$ cat src/hw/rtl/srtf_sel_pkg.sv
// ----------------------------------------------------------------------------
// srtf_sel_pkg
// Shared types and constants for the three-job shortest-remaining-time
// selector: request and result layouts, action codes and reset lengths.
// ----------------------------------------------------------------------------
package srtf_sel_pkg;

  localparam int unsigned NUM_JOBS  = 3;
  localparam int unsigned JOB_W     = 2;
  localparam int unsigned LEN_W     = 32;
  localparam int unsigned OUT_TIME_W = 32;
  localparam int unsigned CFG_IDX_W = 2;

  // Job code that means no job is running or selected.
  localparam logic [JOB_W-1:0] NO_JOB = 2'd3;

  // Action codes carried by a request.
  localparam logic ACT_CONSUME  = 1'b0;
  localparam logic ACT_EVALUATE = 1'b1;

  // Configuration register indexes.
  localparam logic [CFG_IDX_W-1:0] REG_LENGTH_JOB0 = 2'd0;
  localparam logic [CFG_IDX_W-1:0] REG_LENGTH_JOB1 = 2'd1;
  localparam logic [CFG_IDX_W-1:0] REG_LENGTH_JOB2 = 2'd2;

  // Reload lengths after reset.
  localparam logic [LEN_W-1:0] RESET_LENGTH_JOB0 = 32'd48000;
  localparam logic [LEN_W-1:0] RESET_LENGTH_JOB1 = 32'd20000;
  localparam logic [LEN_W-1:0] RESET_LENGTH_JOB2 = 32'd26000;

  typedef logic [NUM_JOBS-1:0][LEN_W-1:0] len_array_t;

  // One request as taken from the input channel.
  typedef struct packed {
    logic             action;
    logic [JOB_W-1:0] job_id;
    logic [31:0]      tick_count;
  } item_t;

  // One result as shown on the output channel.
  typedef struct packed {
    logic [OUT_TIME_W-1:0] remaining_after;
    logic                  chosen_valid;
    logic [JOB_W-1:0]      chosen_job;
    logic [JOB_W-1:0]      previous_job;
    logic                  switched;
    logic [NUM_JOBS-1:0]   reloaded_mask;
  } result_t;

endpackage

$ cat src/hw/rtl/srtf_three_task_selector.sv
// ----------------------------------------------------------------------------
// srtf_three_task_selector
// Shortest-remaining-time-first selector for three jobs.
// ----------------------------------------------------------------------------
// A request either consumes ticks from one job (saturating at zero) or
// evaluates: jobs at zero are reloaded from their configured lengths and the
// job with the strictly smallest remaining time below all-ones is chosen,
// ties going to the lower index. Each request yields one result. The block
// takes one request per clock while the output is not stalled; a request is
// held in the input register and its result in the result register, around
// the combinational subtract and three-way compare. The user must write
// lengths only while the block is idle; the block itself does not enforce
// this.
// ----------------------------------------------------------------------------
module srtf_three_task_selector import srtf_sel_pkg::*; #(
  parameter int unsigned TIME_BITS = 32
) (
  input  logic                  clk,
  input  logic                  rst,
  input  logic                  cfg_write,
  input  logic [CFG_IDX_W-1:0]  cfg_index,
  input  logic [LEN_W-1:0]      cfg_data,
  input  logic                  in_valid,
  output logic                  in_ready,
  input  logic                  action,
  input  logic [JOB_W-1:0]      job_id,
  input  logic [31:0]           tick_count,
  output logic                  out_valid,
  input  logic                  out_ready,
  output logic [OUT_TIME_W-1:0] remaining_after,
  output logic                  chosen_valid,
  output logic [JOB_W-1:0]      chosen_job,
  output logic [JOB_W-1:0]      previous_job,
  output logic                  switched,
  output logic [NUM_JOBS-1:0]   reloaded_mask
);

  len_array_t lengths;
  item_t      in_item;
  item_t      item;
  logic       item_valid;
  logic       take;
  result_t    result;

  assign in_item.action     = action;
  assign in_item.job_id     = job_id;
  assign in_item.tick_count = tick_count;

  srtf_sel_regs u_regs (
    .clk       (clk),
    .rst       (rst),
    .cfg_write (cfg_write),
    .cfg_index (cfg_index),
    .cfg_data  (cfg_data),
    .lengths   (lengths)
  );

  srtf_sel_in_stage u_in_stage (
    .clk        (clk),
    .rst        (rst),
    .in_valid   (in_valid),
    .in_ready   (in_ready),
    .in_item    (in_item),
    .take       (take),
    .item_valid (item_valid),
    .item       (item)
  );

  srtf_sel_engine #(
    .TIME_BITS (TIME_BITS)
  ) u_engine (
    .clk        (clk),
    .rst        (rst),
    .lengths    (lengths),
    .item_valid (item_valid),
    .item       (item),
    .take       (take),
    .out_valid  (out_valid),
    .out_ready  (out_ready),
    .result     (result)
  );

  assign remaining_after = result.remaining_after;
  assign chosen_valid    = result.chosen_valid;
  assign chosen_job      = result.chosen_job;
  assign previous_job    = result.previous_job;
  assign switched        = result.switched;
  assign reloaded_mask   = result.reloaded_mask;

endmodule

$ cat src/hw/rtl/srtf_sel_regs.sv
// ----------------------------------------------------------------------------
// srtf_sel_regs
// Configuration register file holding the reload length of each job.
// ----------------------------------------------------------------------------
module srtf_sel_regs import srtf_sel_pkg::*; (
  input  logic                 clk,
  input  logic                 rst,
  input  logic                 cfg_write,
  input  logic [CFG_IDX_W-1:0] cfg_index,
  input  logic [LEN_W-1:0]     cfg_data,
  output len_array_t           lengths
);

  // Writes to an index past the last job are dropped.
  always_ff @(posedge clk) begin
    if (rst) begin
      lengths[0] <= RESET_LENGTH_JOB0;
      lengths[1] <= RESET_LENGTH_JOB1;
      lengths[2] <= RESET_LENGTH_JOB2;
    end else if (cfg_write) begin
      unique case (cfg_index)
        REG_LENGTH_JOB0: lengths[0] <= cfg_data;
        REG_LENGTH_JOB1: lengths[1] <= cfg_data;
        REG_LENGTH_JOB2: lengths[2] <= cfg_data;
        default: ;
      endcase
    end
  end

endmodule

$ cat src/hw/rtl/srtf_sel_in_stage.sv
// ----------------------------------------------------------------------------
// srtf_sel_in_stage
// Input register: captures one request and holds it until the selection
// engine takes it.
// ----------------------------------------------------------------------------
module srtf_sel_in_stage import srtf_sel_pkg::*; (
  input  logic  clk,
  input  logic  rst,
  input  logic  in_valid,
  output logic  in_ready,
  input  item_t in_item,
  input  logic  take,
  output logic  item_valid,
  output item_t item
);

  // The register frees up in the same cycle that the engine takes it.
  assign in_ready = !item_valid || take;

  always_ff @(posedge clk) begin
    if (rst) begin
      item_valid <= 1'b0;
    end else if (in_ready) begin
      item_valid <= in_valid;
    end
  end

  always_ff @(posedge clk) begin
    if (in_ready && in_valid) begin
      item <= in_item;
    end
  end

endmodule

$ cat src/hw/rtl/srtf_sel_engine.sv
// ----------------------------------------------------------------------------
// srtf_sel_engine
// Holds the remaining time of each job and the running job. Applies one
// request (consume or evaluate) per cycle unless stalled; registers results.
// ----------------------------------------------------------------------------
module srtf_sel_engine import srtf_sel_pkg::*; #(
  parameter int unsigned TIME_BITS = 32
) (
  input  logic       clk,
  input  logic       rst,
  input  len_array_t lengths,
  input  logic       item_valid,
  input  item_t      item,
  output logic       take,
  output logic       out_valid,
  input  logic       out_ready,
  output result_t    result
);

  // Compare width covers both the tick count and the time width.
  localparam int unsigned CW = (TIME_BITS > 32) ? TIME_BITS : 32;

  logic [NUM_JOBS-1:0][TIME_BITS-1:0] remaining;
  logic [NUM_JOBS-1:0][TIME_BITS-1:0] remaining_next;
  logic [JOB_W-1:0]                   running_job;
  logic [JOB_W-1:0]                   running_job_next;
  result_t                            result_next;

  logic [NUM_JOBS-1:0][TIME_BITS-1:0] len_cut;
  logic [NUM_JOBS-1:0][TIME_BITS-1:0] reset_len;
  logic [NUM_JOBS-1:0][TIME_BITS-1:0] refilled;
  logic [NUM_JOBS-1:0]                reload;
  logic [TIME_BITS-1:0]               cur;
  logic [CW-1:0]                      cur_ext;
  logic [CW-1:0]                      ticks_ext;
  logic [TIME_BITS-1:0]               consumed;
  logic                               job_ok;
  logic [TIME_BITS-1:0]               best;
  logic [JOB_W-1:0]                   chosen;
  logic [TIME_BITS-1:0]               cons_out;

  assign take = item_valid && (!out_valid || out_ready);

  // Lengths cut or widened to the time width.
  assign reset_len[0] = TIME_BITS'(CW'(RESET_LENGTH_JOB0));
  assign reset_len[1] = TIME_BITS'(CW'(RESET_LENGTH_JOB1));
  assign reset_len[2] = TIME_BITS'(CW'(RESET_LENGTH_JOB2));

  always_comb begin
    for (int i = 0; i < NUM_JOBS; i++) begin
      len_cut[i]  = TIME_BITS'(CW'(lengths[i]));
      reload[i]   = (remaining[i] == '0);
      refilled[i] = reload[i] ? len_cut[i] : remaining[i];
    end
  end

  // Saturating subtract for a consume request.
  always_comb begin
    job_ok    = (item.job_id != NO_JOB);
    cur       = remaining[job_ok ? item.job_id : JOB_W'(0)];
    cur_ext   = CW'(cur);
    ticks_ext = CW'(item.tick_count);
    consumed  = (cur_ext >= ticks_ext) ? TIME_BITS'(cur_ext - ticks_ext) : '0;
    cons_out  = job_ok ? consumed : '0;
  end

  // Strict minimum below all-ones; ties keep the lower index.
  always_comb begin
    best   = '1;
    chosen = NO_JOB;
    for (int i = 0; i < NUM_JOBS; i++) begin
      if (refilled[i] < best) begin
        best   = refilled[i];
        chosen = JOB_W'(i);
      end
    end
  end

  // Next state and result for the request being taken.
  always_comb begin
    remaining_next   = remaining;
    running_job_next = running_job;
    result_next      = '0;
    unique case (item.action)
      ACT_CONSUME: begin
        if (job_ok) begin
          remaining_next[item.job_id] = consumed;
        end
        result_next.remaining_after = OUT_TIME_W'(CW'(cons_out));
        result_next.chosen_job      = running_job;
        result_next.previous_job    = running_job;
      end
      ACT_EVALUATE: begin
        remaining_next              = refilled;
        running_job_next            = chosen;
        result_next.remaining_after =
          (chosen == NO_JOB) ? '0 : OUT_TIME_W'(CW'(best));
        result_next.chosen_valid    = (chosen != NO_JOB);
        result_next.chosen_job      = chosen;
        result_next.previous_job    = running_job;
        result_next.switched        = (chosen != running_job);
        result_next.reloaded_mask   = reload;
      end
      default: ;
    endcase
  end

  // Job state.
  always_ff @(posedge clk) begin
    if (rst) begin
      remaining   <= reset_len;
      running_job <= NO_JOB;
    end else if (take) begin
      remaining   <= remaining_next;
      running_job <= running_job_next;
    end
  end

  // Result register.
  always_ff @(posedge clk) begin
    if (rst) begin
      out_valid <= 1'b0;
    end else if (!out_valid || out_ready) begin
      out_valid <= item_valid;
    end
  end

  always_ff @(posedge clk) begin
    if (take) begin
      result <= result_next;
    end
  end

endmodule

$ cat config.mk
export PLATFORM = sky130hd
export DESIGN_NAME = srtf_three_task_selector
export DESIGN_NICKNAME = d
export VERILOG_FILES = /design/src/hw/rtl/srtf_sel_pkg.sv /design/src/hw/rtl/srtf_three_task_selector.sv /design/src/hw/rtl/srtf_sel_regs.sv /design/src/hw/rtl/srtf_sel_in_stage.sv /design/src/hw/rtl/srtf_sel_engine.sv
export SDC_FILE = /design/constraint.sdc
export NUM_CORES = 1
export LEC_CHECK = 0
export BUFFER_PORTS_ARGS = -buffer_cell sky130_fd_sc_hd__buf_4
export CORE_MARGIN = 2
export CORE_UTILIZATION = 40
export CTS_CLUSTER_DIAMETER = 50
export CTS_CLUSTER_SIZE = 40
export DETAILED_ROUTE_END_ITERATION = 6
export PLACE_DENSITY = 0.54
export SLEW_MARGIN = 10
export SYNTH_ARGS = -nofsm -noshare
export SYNTH_HDL_FRONTEND = slang
export SYNTH_SLANG_ARGS = --single-unit
$ cat constraint.sdc
create_clock -name clk -period 7.1 [get_ports clk]
set_input_delay 1.42 -clock clk [delete_from_list [all_inputs] [get_ports clk]]
set_output_delay 1.42 -clock clk [all_outputs]
set_load 0.005 [all_outputs]
==> flow_metrics.env <==
export IMPL_dr_pass1_iters=7
export IMPL_syn_avg_cell_area_sq_um=8.16
export IMPL_rsz0062_at_grt="false"
export IMPL_dr_max_layer_used="met4"
export IMPL_wl_met2_microns=32300
export IMPL_core_sq_um=38600
export IMPL_peakVddDrop_uv=177
export IMPL_die_h_microns=202
export IMPL_layout_drive_gt1_share=0.142
export IMPL_num_vias=15700
export IMPL_drtIter0Drc=1385
export IMPL_worst_pin_slew_ns=1.30
export IMPL_die_area_sq_um=40800
export IMPL_crit_arrival_ns=7.11
export IMPL_grt_max_degree=109
export IMPL_wl_met1_microns=26000
export IMPL_cp_max_fo=18
export IMPL_min_from="u_regs.lengths[24]"
export IMPL_seq_area_frac_synth=0.396
export IMPL_p_per_area_nw_per_um2=272
export IMPL_clock_skew_ns=0.0251
export IMPL_hold_ws_ns=0.456
export IMPL_start_kind="flip-flop"
export IMPL_clock_sinks=272
export IMPL_setup_worst_path_start="u_engine.remaining[42]"
export IMPL_layout_commonest_cell="nand2_1"
export IMPL_slew_violations=0
export IMPL_drv_cap=0
export IMPL_yosysUniqueCellTypes=76
export IMPL_fin_crit_sh=0.958
export IMPL_initial_core_util=0.406
export IMPL_drt_antenna_violating_nets=0
export IMPL_preCtsSetupSlack_ns=-0.0544
export IMPL_area_growth_pct=20.1
export IMPL_critical_path_class="reg -> reg"
export IMPL_antenna_cells=0
export IMPL_final_fill_count=3780
export IMPL_synth_cells=1923
export IMPL_synth_area_sq_um=15700
export IMPL_clk_path_buf_depth=3
export IMPL_cts_hold_buf=0
export IMPL_period_needed_ns=6.80
export IMPL_gp_congestion=0.974
export IMPL_grt_overflow_total=0
export IMPL_status="complete, no violations"
export IMPL_tritoncts="yes"
export IMPL_synth_warnings=0
export IMPL_die_x_microns=202
export IMPL_cellLeakagePower_nw=7.93
export IMPL_synth_edf_count=76
export IMPL_cp_end_kind="flip-flop"
export IMPL_layout_common_cells="nand2_1 (280), nor2_1 (236), dfxtp_1 (196)"
export IMPL_antenna_found_initial=0
export IMPL_row_count=72
export IMPL_r2r_slack_ns=0.30
export IMPL_crit_required_ns=7.41
export IMPL_nNetsFinal=2208
export IMPL_syn_nets=2092
export IMPL_fmax_mhz=147
export IMPL_grt_pass1_wl_microns=97200
export IMPL_maxSlewHeadroom=0.133
export IMPL_grt_pass1_vias=14900
export IMPL_synthArstFlopShare=0
export IMPL_cts_root_buf="clkbuf_16"
export IMPL_setup_slack_ns=0.300
export IMPL_cts_buffers=42
export IMPL_drt_total_wl_microns=66600
export IMPL_wl_met3_microns=4070
export IMPL_synth_seq_cells=272
export IMPL_h_tree_depth=2
export IMPL_clkTransAtPathRegs_ns=0.06
export IMPL_hold_class="reg -> reg"
export IMPL_wl_per_cell_microns=25.7
export IMPL_r2r_start="u_engine.remaining[42]"
export IMPL_dpl_hpwl_microns=50300
export IMPL_grt_use_total=0.322
export IMPL_hold_viol=0
export IMPL_via_per_inst=6.05
export IMPL_clk_latency_ns=0.58
export IMPL_ys_flop_type="dfxtp_1"
export IMPL_drc=0
export IMPL_setup_viol=0
export IMPL_portBuffers=116
export IMPL_ios=117
## per-stage QoR
step | total power [mW] | utilization | cell area (sq um) | cells | setup TNS, ns
2_1_floorplan | 2.51 | - | 15700 | 1923 | 0
3_3_place_gp | 2.99 | 0.448 | 17300 | 2505 | -0.117
3_5_place_dp | 2.99 | 0.448 | 17300 | 2505 | -0.888
4_1_cts | 5.14 | 0.485 | 18800 | 2586 | 0
5_1_grt | 5.34 | 0.488 | 18900 | 2591 | 0
6_report | 5.14 | 0.488 | 18900 | 2591 | 0
## final timing paths
kind | depth (start not counted) | to
worst max-delay path | 27 | u_engine.result[11]
worst min-delay path | 2 | u_regs.lengths[24]
worst max register to register | 27 | u_engine.result[11]
worst min register to register | 2 | u_regs.lengths[24]
## power breakdown
group	internal [mW]	switching [mW]
sequential	1.69	0.0804
clock	1.29	0.831
combinational	0.453	0.792
## logic make-up (layout without fill, tap and decap cells)
| kind of cell | after synthesis | in the layout | share of synthesized area |
|---|---|---|---|
| compound gates | 601 | 601 | 0.255 |
| buf+inv | 188 | 338 | 0.0475 |
| mux | 5 | 5 | 0.00359 |
| fa+ha+maj | 95 | 95 | 0.0762 |
| xor+xnor | 23 | 23 | 0.0128 |
| flops | 272 | 272 | 0.396 |
| simple gates | 739 | 739 | 0.209 |
## what timing repair did
action,CTS,global route
setup endpoints to repair,28,38
gates resized for setup,0,6
hold endpoints to repair,0,0
buffers inserted,3,5
pin swaps,0,3
## flip-flops by register name, indices dropped and copies added, names as in the netlist
name	cells
u_engine.out_valid	1
u_engine.remaining	96
u_engine.result	41
u_engine.running_job	2
u_in_stage.item	35
u_in_stage.item_valid	1
u_regs.lengths	96
## per-layer routing
metal  global-route usage  up-vias
met5                    0        -
met4                0.197        0
met3               0.0439      169
met2                0.545      657
met1                0.389     7553
li1                     -     7290
## cell usage after synthesis (9+ instances only)
library cell,n,area share
o21ai_0,98,0.031
a221o_1,26,0.017
nand2_1,280,0.067
inv_1,72,0.017
nor3_1,79,0.025
o21bai_1,12,0.0057
a211oi_1,31,0.015
nor4_1,32,0.013
ha_1,94,0.075
a21o_1,83,0.040
o22ai_1,35,0.014
nand3_1,9,0.0029
a221oi_1,41,0.023
dfxtp_1,196,0.25
and2_1,10,0.0040
nand3b_1,19,0.0091
edfxtp_1,76,0.15
nand4_1,28,0.011
nor2_1,240,0.057
xnor2_1,18,0.010
a211o_1,12,0.0067
o21a_1,9,0.0043
a21oi_1,175,0.056
a22oi_1,10,0.0048
clkbuf_1,97,0.023
## area by class of cell
type,count,area [sq um],share of cell area
Multi-Input combinational cell,1463,8820,0.468
Sequential cell,272,6210,0.329
Timing Repair Buffer,187,1470,0.0780
Clock buffer,56,1210,0.0641
Tap cell,518,648,0.0344
Inverter,73,274,0.0145
Clock inverter,22,219,0.0116
## critical path, stage by stage (launching register included)
cell	delay [ns]
dfxtp_1	0.36
nor4_1	0.46
nand4_1	0.33
nor2_4	0.29
buf_4	0.19
buf_4	0.20
a21o_1	0.18
ha_1	0.26
a211oi_1	0.21
nor2_1	0.07
nor4_1	0.18
o21ai_0	0.24
a21oi_1	0.32
mux2i_4	0.13
buf_12	0.16
buf_4	0.18
o21ai_0	0.49
ha_1	0.38
a21oi_1	0.18
o21ai_0	0.12
a221oi_1	0.34
o221ai_1	0.20
a21oi_1	0.19
buf_4	0.17
a31o_4	0.18
buf_12	0.15
nor2_1	0.05
a221o_1	0.28
(Power assumes the default switching activity.)
